==> src/rtl/dotu_pkg.sv <==
package dotu_pkg;

  localparam int unsigned COUNT_BITS = 16;
  localparam int unsigned BYTE_W     = 8;
  localparam int unsigned LINE_W     = 16;
  localparam int unsigned WIN_DEPTH  = 4;

  localparam logic [BYTE_W-1:0] CH_CR   = 8'h0D;
  localparam logic [BYTE_W-1:0] CH_LF   = 8'h0A;
  localparam logic [BYTE_W-1:0] CH_DOT  = 8'h2E;
  localparam logic [BYTE_W-1:0] CH_FILL = 8'h78;

  // Loaded on the dot's own item and counted down there too, so the drop
  // lands when the dot reaches the oldest window slot three items later.
  localparam logic [2:0] DROP_LOAD = 3'd4;
  localparam logic [2:0] DROP_HIT  = 3'd1;

  localparam logic [1:0] PRIME_DONE = 2'd3;

  typedef struct packed {
    logic              emit;
    logic [BYTE_W-1:0] out_byte;
    logic              is_last;
    logic [LINE_W-1:0] line_count;
  } result_t;

endpackage

==> src/rtl/dotu_core.sv <==
module dotu_core (
  input  logic                       clk_i,
  input  logic                       rst_ni,
  input  logic                       step_i,
  input  logic [dotu_pkg::BYTE_W-1:0] byte_i,
  output dotu_pkg::result_t          res_o
);

  logic [dotu_pkg::BYTE_W-1:0] win_q [dotu_pkg::WIN_DEPTH];
  logic [dotu_pkg::BYTE_W-1:0] win_d [dotu_pkg::WIN_DEPTH];
  logic [2:0]                  drop_q, drop_d, drop_ld;
  logic [1:0]                  prime_q, prime_d;
  logic [dotu_pkg::COUNT_BITS-1:0] lines_q, lines_d;
  logic                        term, stuffed, emit;

  always_comb begin
    term    = 1'b0;
    emit    = 1'b0;
    lines_d = lines_q;
    prime_d = prime_q;

    if (byte_i == dotu_pkg::CH_LF) begin
      if (win_q[0] == dotu_pkg::CH_CR && win_q[1] == dotu_pkg::CH_LF &&
          win_q[2] == dotu_pkg::CH_DOT && win_q[3] == dotu_pkg::CH_CR) begin
        term = 1'b1;
      end else if (!(&lines_q)) begin
        lines_d = lines_q + 1'b1;
      end
    end

    stuffed = (byte_i == dotu_pkg::CH_DOT) && (win_q[2] == dotu_pkg::CH_CR) &&
              (win_q[3] == dotu_pkg::CH_LF);
    drop_ld = stuffed ? dotu_pkg::DROP_LOAD : drop_q;

    win_d[0] = win_q[1];
    win_d[1] = win_q[2];
    win_d[2] = win_q[3];
    win_d[3] = byte_i;

    // the slot holding the stuffing dot is swallowed
    if (drop_ld == dotu_pkg::DROP_HIT) begin
      drop_d = 3'd0;
    end else begin
      drop_d = (drop_ld > dotu_pkg::DROP_HIT) ? drop_ld - 3'd1 : drop_ld;
      if (prime_q == dotu_pkg::PRIME_DONE) begin
        emit = 1'b1;
      end else begin
        prime_d = prime_q + 2'd1;
      end
    end

    res_o.emit       = emit | term;
    res_o.out_byte   = win_d[0];
    res_o.is_last    = term;
    res_o.line_count = term ? dotu_pkg::LINE_W'(lines_q) : '0;

    // terminator rearms everything for the next response
    if (term) begin
      for (int i = 0; i < dotu_pkg::WIN_DEPTH; i++) begin
        win_d[i] = dotu_pkg::CH_FILL;
      end
      drop_d  = 3'd0;
      prime_d = 2'd0;
      lines_d = '0;
    end
  end

  always_ff @(posedge clk_i or negedge rst_ni) begin
    if (!rst_ni) begin
      for (int i = 0; i < dotu_pkg::WIN_DEPTH; i++) begin
        win_q[i] <= dotu_pkg::CH_FILL;
      end
      drop_q  <= 3'd0;
      prime_q <= 2'd0;
      lines_q <= '0;
    end else if (step_i) begin
      win_q   <= win_d;
      drop_q  <= drop_d;
      prime_q <= prime_d;
      lines_q <= lines_d;
    end
  end

endmodule

==> src/rtl/multiline_dot_unstuffer_unit.sv <==
// Channel | Direction | Signals                          | Content
// --------+-----------+----------------------------------+------------------------------
// s_axis  | in        | tvalid, tready, tdata[7:0]       | in_byte
// m_axis  | out       | tvalid, tready, tdata[23:0],tlast | [7:0] out_byte, [23:8] line_count;
//         |           |                                  | tlast = is_last
//
// One item per cycle sustained while m_axis keeps up. An accepted item waits in the
// input register, is processed against the window state and lands in the result
// register, which drives m_axis.
// Reset (rst_ni low, async) empties both registers and loads the window with
// fill bytes. A stalled m_axis holds the result register; the input register
// keeps taking items as long as the result slot frees up in the same cycle.
module multiline_dot_unstuffer_unit (
  input  logic        clk_i,
  input  logic        rst_ni,
  input  logic        s_axis_tvalid_i,
  output logic        s_axis_tready_o,
  input  logic [7:0]  s_axis_tdata_i,   // [7:0] in_byte
  output logic        m_axis_tvalid_o,
  input  logic        m_axis_tready_i,
  output logic [23:0] m_axis_tdata_o,   // [7:0] out_byte, [23:8] line_count
  output logic        m_axis_tlast_o    // is_last
);

  logic                        in_valid_q;
  logic [dotu_pkg::BYTE_W-1:0] in_byte_q;
  logic                        out_valid_q;
  dotu_pkg::result_t           out_q;
  dotu_pkg::result_t           res;
  logic                        out_free, advance;

  // the result slot is free if empty or drained this cycle
  assign out_free        = !out_valid_q || m_axis_tready_i;
  assign advance         = in_valid_q && out_free;
  assign s_axis_tready_o = !in_valid_q || advance;

  dotu_core u_core (
    .clk_i  (clk_i),
    .rst_ni (rst_ni),
    .step_i (advance),
    .byte_i (in_byte_q),
    .res_o  (res)
  );

  // input register
  always_ff @(posedge clk_i or negedge rst_ni) begin
    if (!rst_ni) begin
      in_valid_q <= 1'b0;
    end else if (s_axis_tready_o) begin
      in_valid_q <= s_axis_tvalid_i;
    end
  end

  always_ff @(posedge clk_i) begin
    if (s_axis_tready_o && s_axis_tvalid_i) begin
      in_byte_q <= s_axis_tdata_i;
    end
  end

  // result register
  always_ff @(posedge clk_i or negedge rst_ni) begin
    if (!rst_ni) begin
      out_valid_q <= 1'b0;
    end else if (advance) begin
      out_valid_q <= res.emit;
    end else if (m_axis_tready_i) begin
      out_valid_q <= 1'b0;
    end
  end

  always_ff @(posedge clk_i) begin
    if (advance && res.emit) begin
      out_q <= res;
    end
  end

  assign m_axis_tvalid_o = out_valid_q;
  assign m_axis_tdata_o  = {out_q.line_count, out_q.out_byte};
  assign m_axis_tlast_o  = out_q.is_last;

endmodule

==> config.mk <==
export PLATFORM = sky130hd
export DESIGN_NAME = multiline_dot_unstuffer_unit
export DESIGN_NICKNAME = d
export VERILOG_FILES = /design/src/rtl/dotu_pkg.sv /design/src/rtl/dotu_core.sv /design/src/rtl/multiline_dot_unstuffer_unit.sv
export SDC_FILE = /design/constraint.sdc
export NUM_CORES = 1
export LEC_CHECK = 0
export CAP_MARGIN = 20
export CORE_UTILIZATION = 55
export CTS_BUF_LIST = sky130_fd_sc_hd__clkbuf_8
export DETAILED_ROUTE_END_ITERATION = 8
export DONT_BUFFER_PORTS = 1
export PLACE_DENSITY_LB_ADDON = 0.2
export REMOVE_ABC_BUFFERS = 1
export SETUP_SLACK_MARGIN = 0.5
export SLEW_MARGIN = 15
export SYNTH_ARGS = -nofsm -noshare
export SYNTH_HDL_FRONTEND = slang
export SYNTH_SLANG_ARGS = --single-unit
==> constraint.sdc <==
create_clock -name clk_i -period 2.85 [get_ports clk_i]
set_input_delay 0.7125 -clock clk_i [delete_from_list [all_inputs] [get_ports clk_i]]
set_output_delay 0.7125 -clock clk_i [all_outputs]
set_load 0.01 [all_outputs]
==> Word level (Yosys, flattened, before mapping) <==
Cells that the tools add are included.
{ "op_classes": {"order_cmp": 1, "muxes": 18, "n_reduce_logical": 17, "n_bitwise": 1, "div_mod_pow": 0, "add_sub_neg": 3, "mul": 0, "shift": 0, "n_eq_ne": 14} }
{ "ops": {"columns": ["operator", "n"], "rows": [
  ["2-to-1 mux 16 bit", 4],
  ["== test 8 x 4 -> 1 bit (second input constant)", 6],
  ["2-to-1 mux 32 bit", 1],
  ["adder 16 x 1 -> 16 bit (second input constant)", 1],
  ["== test 8 x 6 -> 1 bit (second input constant)", 2],
  ["AND reduction 16 bit", 1],
  ["2-to-1 mux 3 bit", 4],
  ["logical AND 1 bit", 8],
  ["!= test 2 x 1 -> 1 bit (second input constant)", 4],
  ["2-to-1 mux 1 bit", 6],
  ["2-to-1 mux 2 bit", 3],
  ["AND reduction 4 bit", 1],
  ["nonzero test 2 bit", 2],
  ["== test 3 x 1 -> 1 bit (second input constant)", 1],
  ["greater-than comparator 3 x 1 -> 1 bit (second input constant)", 1],
  ["AND reduction 3 bit", 1],
  ["subtractor 3 x 1 -> 3 bit (second input constant)", 1],
  ["adder 2 x 1 -> 2 bit (second input constant)", 1],
  ["== test 2 bit (second input constant)", 1],
  ["logical NOT 1 bit", 2],
  ["logical OR 1 bit", 2],
  ["bitwise OR 1 bit", 1]
]} }
{ "totals": {"memories": 0, "latchBits": 0, "word_cells": 67, "out_inout_bits": 27, "mem_bits_ro": 0, "in_bits": 12, "register_bits": 88, "ram_bits": 0} }

==> Depth between registers and ports, before layout <==
{ "depth": {"word_depth": 8, "ltp_mapped": 7, "mapped_depth_nobuf": 6} }

==> Modules after synthesis <==
From an unflattened synthesis, not the netlist that was laid out.
{ "unflattened": {"cells_unflattened": 337, "hier_area_um2": 3927.5} }
{ "modules_own_cells": {"columns": ["module", "instances", "seq_area_each_um2", "cells_each", "area_each_um2"], "rows": [
  ["dotu_core", 1, 1346.3, 294, 2827.7],
  ["multiline_dot_unstuffer_unit", 1, 1041.0, 43, 1099.8]
]} }

==> Worst setup path before layout <==
No wires, ideal clock.
{ "synth_timing": {"path_kind": "register to register", "startpoint": "reg u_core.win_q[9] (netlist bit)", "endpoint": "reg out_q (netlist bit m_axis_tdata_o[0]), enable pin", "required_time_ns": 2.468, "stages_incl_launch_ff": 6, "arrival_ns": 2.240, "slack_ns": 0.228, "setup_ns": 0.382, "period_less_slack_ns": 2.622, "n_path_buf": 0, "path_cell_list": "dfrtp_1 -> or4b_2 -> nor4_1 -> a2111o_1 -> nand3_1 -> nand2_1"} }
{ "synth_between": {"elab_chain_cells": 8, "word_cells_on_any_way": 13, "cone_classes": "eq/ne: 3; mux: 4; bitwise: 1; reduce/logical: 5"} }
{ "synth_lines": {"columns": ["item", "line", "rtl"], "rows": [
  ["start: declaration", "dotu_core.sv:9", "logic [dotu_pkg::BYTE_W-1:0] win_q [dotu_pkg::WIN_DEPTH];"],
  ["start signal: indexed assignment", "dotu_core.sv:71", "win_q[i] <= dotu_pkg::CH_FILL;"],
  ["start signal: assignment", "dotu_core.sv:77", "win_q <= win_d;"],
  ["== test 8 x 4 -> 1 bit", "dotu_core.sv:31", "stuffed = (byte_i == dotu_pkg::CH_DOT) && (win_q[2] == dotu_pkg::CH_CR) &&"],
  ["logical AND 1 bit (2 in a row)", "dotu_core.sv:31", null],
  ["2-to-1 mux 3 bit", "dotu_core.sv:33", "drop_ld = stuffed ? dotu_pkg::DROP_LOAD : drop_q;"],
  ["== test 3 x 1 -> 1 bit", "dotu_core.sv:41", "if (drop_ld == dotu_pkg::DROP_HIT) begin"],
  ["2-to-1 mux 1 bit", "dotu_core.sv:41", null],
  ["bitwise OR 1 bit (*)", "dotu_core.sv:52", "res_o.emit = emit | term;"],
  ["logical AND 1 bit (*)", "multiline_dot_unstuffer_unit.sv:72", "if (advance && res.emit) begin"],
  ["end signal: assignment", "multiline_dot_unstuffer_unit.sv:73", "out_q <= res;"],
  ["end: declaration", "multiline_dot_unstuffer_unit.sv:28", "dotu_pkg::result_t out_q;"]
]} }
Every way passes the cells marked *; elsewhere a longest branch is shown, timed or not.
A chain may end at the register's enable or synchronous reset.

==> Worst setup path in the final report <==
{ "layout_timing": {"startpoint": "reg u_core.win_q[9] (netlist bit)", "endpoint": "reg out_q (netlist bit m_axis_tdata_o[8]), enable pin"} }
The elaborated chain is that of the path after synthesis.

==> qor.yml <==
cts:
  clkTransAtPathRegs_ns: 0.09
  clockBufferDepth: 2
  cts_buffers: 9
  root_buffer: "clkbuf_8"
  cts_htree_levels: 3
  clock_latency_ns: 0.35
  cts_tree: "done"
  cts_sinks: 88
die:
  die_width_um: 85.4
  die_y_um: 85.4
  start_util_pct: 56.7
  core_um2: 6760
  io_pins: 39
  die-area_um2: 7300
  rows: 30
power_and_ir_drop:
  power.share.sequential_pct: 58.1
  p_comb_share_pct: 16.1
  p_per_area_nw_per_um2: 763
  intPower_mw: 2.35
  ir_worst_vdd_mv: 0.433
  p_switching_mw: 0.923
  p_sw_share_pct: 28.2
  power_leakage_nw: 1.70
  power.share.clock_pct: 25.8
routing:
  first_iter_violations: 174
  ant_nets: 0
  drt-total-wl_um: 7460
  vias: 2603
  vias_per_cell: 6.11
  routedWlPerCell_um: 17.5
  firstDrtPassIters: 5
  drc: 0
final_layout:
  finalInstanceArea_um2: 4290
  layout-drive-gt1-share_pct: 18.5
  fillers: 510
  antenna_cells: 0
  multi_input_area_um2: 1420
  final_net_count: 355
  area_delta_synth_final_pct: 11.9
  seqCellArea_um2: 2390
global_routing:
  grt_pass1_vias: 2414
  grt_pass1_wl_um: 11800
  antenna_found_initial: 0
  grt.total_usage_pct: 21.3
  grt_max_degree: 56
  grt_remaining_overflow: 0
sta:
  setup_tns_ns: 0
  period_share_pct: 79.0
  worst_pin_slew_ns: 0.530
  max_freq_mhz: 444
  final_max_slew_viol_count: 0
  relSlewSlack_pct: 64.3
  period_minus_slack_ns: 2.25
  finClkSkew_ns: 0.0100
  setup_viol: 0
  hold_viol: 0
  rsz0062_at_grt: "false"
setup_path:
  required_ns: 2.92
  cp_data_arrival_time_ns: 2.32
  critPathSlowestCell: "or4b_4"
  r2r_cells: 6
  reg2reg_from: "u_core.win_q[9]"
  crit_path_end_kind: "flip-flop"
  r2r_end: "m_axis_tdata_o[8]"
  r2r_slack_ns: 0.60
  max_stage_delay_ns: 0.57
  crit_chain: "or4b_4, nor4_4, a2111o_1, nand3_2, nand2_4, clkbuf_16"
  critPathLaunchType: "flip-flop"
  path_max_fanout: 12
  critPathKind: "reg2reg"
worst_hold_path:
  hold_class: "in2async"
placed_design:
  dpl.hpwl_um: 4710
  finalWeightedCongestion: 0.884
  port_buffers: 0
  placed_cell_area_um2: 3920
outcome:
  outcome: "finished, final reports clean"
synthesis:
  synthDistinctLibCells: 50
  synth_area_um2: 3830
  yosys_warnings: 0
  ys_seq_area_share_pct: 62.3
  syn_inst: 329
  synth-seq-cells: 88
  postSynthAreaPerCell_um2: 11.6
flow_run:
  drv_cap: 0
==> layout by cell type, fill, tap and decap left out, types with 5 or more instances in the layout <==
cell type,n
edfxtp_1,33
nand3_1,13
nor2_1,11
buf_4,12
nand4_1,11
o21ai_0,6
a22o_1,7
nand3b_1,5
o22a_1,11
and2_1,16
nand2_1,60
mux2i_1,8
dfstp_2,16
a21oi_1,14
dfrtp_1,39
clkbuf_8,10
inv_1,6
==> timing repair <==
action / in CTS / in global routing
setup buffers: 4 / 4
resized for setup: 4 / 10
setup endpoints to repair: 60 / 59
hold buffers: 0 / 0
cloned: 0 / 2
pin swaps: 2 / 4
==> stage by stage <==
stage | setup slack, ns | util (%) | instances | power [mW] | hold WS (ns)
4_1_cts | 0.502 | 61.6 | 420 | 3.23 | 0.0310
5_1_grt | 0.496 | 63.4 | 426 | 3.43 | 0.0254
2_1_floorplan | 0.112 | - | 315 | 2.19 | 0.417
3_3_place_gp | 0.378 | 58.0 | 400 | 2.35 | 0.418
3_5_place_dp | 0.306 | 58.0 | 400 | 2.38 | 0.418
6_report | 0.598 | 63.4 | 426 | 3.27 | 0.0407
==> power groups by stage <==
stage | Clock (mW) | Combinational, mW | Sequential, mW
floorplan | 0 | 0.346 | 1.85
global placement | 0 | 0.445 | 1.91
detailed placement | 0 | 0.462 | 1.92
CTS | 0.863 | 0.468 | 1.89
global route | 0.912 | 0.582 | 1.93
finish | 0.845 | 0.526 | 1.90
==> synthesized netlist by cell type, drive strengths merged <==
| cell | number | area, um2 |
|---|---|---|
| a2111o | 1 | 11.3 |
| a211oi | 1 | 12.5 |
| a21boi | 2 | 15.0 |
| a21oi | 14 | 70.1 |
| a22o | 7 | 61.3 |
| a22oi | 3 | 22.5 |
| a31o | 1 | 8.76 |
| a31oi | 2 | 12.5 |
| a32oi | 1 | 8.76 |
| and2 | 16 | 100 |
| and3 | 2 | 12.5 |
| and4 | 3 | 26.3 |
| buf | 4 | 25.0 |
| clkbuf | 10 | 37.5 |
| dfrtp | 39 | 976 |
| dfstp | 16 | 420 |
| edfxtp | 33 | 991 |
| ha | 2 | 25.0 |
| inv | 6 | 22.5 |
| mux2i | 8 | 80.1 |
| nand2 | 63 | 236 |
| nand2b | 3 | 18.8 |
| nand3 | 15 | 80.1 |
| nand3b | 5 | 37.5 |
| nand4 | 11 | 68.8 |
| nand4b | 4 | 35.0 |
| nor2 | 12 | 45.0 |
| nor3 | 1 | 5.00 |
| nor4 | 7 | 65.1 |
| nor4b | 2 | 17.5 |
| nor4bb | 2 | 20.0 |
| o211ai | 1 | 7.51 |
| o21ai | 6 | 30.0 |
| o22a | 11 | 96.3 |
| o22ai | 1 | 6.26 |
| o2bb2ai | 1 | 8.76 |
| o31ai | 4 | 30.0 |
| or3 | 2 | 12.5 |
| or3b | 1 | 8.76 |
| or4 | 3 | 26.3 |
| or4b | 2 | 23.8 |
| or4bb | 1 | 11.3 |
==> worst max-delay path by stage <==
stage                           from                 end  depth (start not counted)
floorplan            m_axis_tready_i   m_axis_tdata_o[0]                          4
global placement    u_core.res_o[24]    u_core.drop_q[1]                          5
detailed placement  u_core.res_o[24]    u_core.drop_q[0]                          6
CTS                     in_byte_q[4]  u_core.lines_q[11]                          5
global route            in_byte_q[4]   u_core.lines_q[4]                          6
finish               u_core.win_q[9]   m_axis_tdata_o[8]                          6
==> critical path: cells and delay by family (launching register included) <==
| kind | cells | cell delay (ns) |
|---|---|---|
| DFF | 1 | 0.43 |
| and+or+nand+nor | 4 | 1.12 |
| AOI/OAI and AO/OA | 1 | 0.23 |
| buffers and inverters | 1 | 0.19 |
==> routing by layer <==
layer | GRT usage [%] | vias to the layer above | routed length, um
met2 | 32.4 | 71 | 3490
met5 | 0 | - | 0
met1 | 30.3 | 1276 | 3590
met4 | 9.39 | 0 | 104
li1 | - | 1248 | -
met3 | 3.60 | 8 | 269
==> cell type report <==
class | count | share of cell area, %
inverter | 6 | 0.584
timing repair buffer | 15 | 3.74
sequential | 88 | 55.7
clock buffer | 10 | 3.21
clock inverter | 6 | 1.40
multi-input combinational | 221 | 33.0
tap | 80 | 2.34
==> registers in the layout, summed over array words and instances, names as in the netlist <==
signal and flops:
m_axis_tvalid_o 1, m_axis_tlast_o 1, in_byte_q 8, u_core.win_q 24, in_valid_q 1, u_core.res_o 8, u_core.lines_q 16, u_core.drop_q 3
u_core.prime_q 2, m_axis_tdata_o 24
==> kinds of logic (layout without fill, tap and decap cells) <==
logic type      after synthesis  after routing  share of synthesized area, %
flops                        88             88                          62.3
fa+ha+maj                     2              2                         0.653
simple gates                155            155                          22.2
buf+inv                      20             37                          2.22
compound gates               56             56                          10.5
mux                           8              8                          2.09
(Power assumes the default switching activity.)
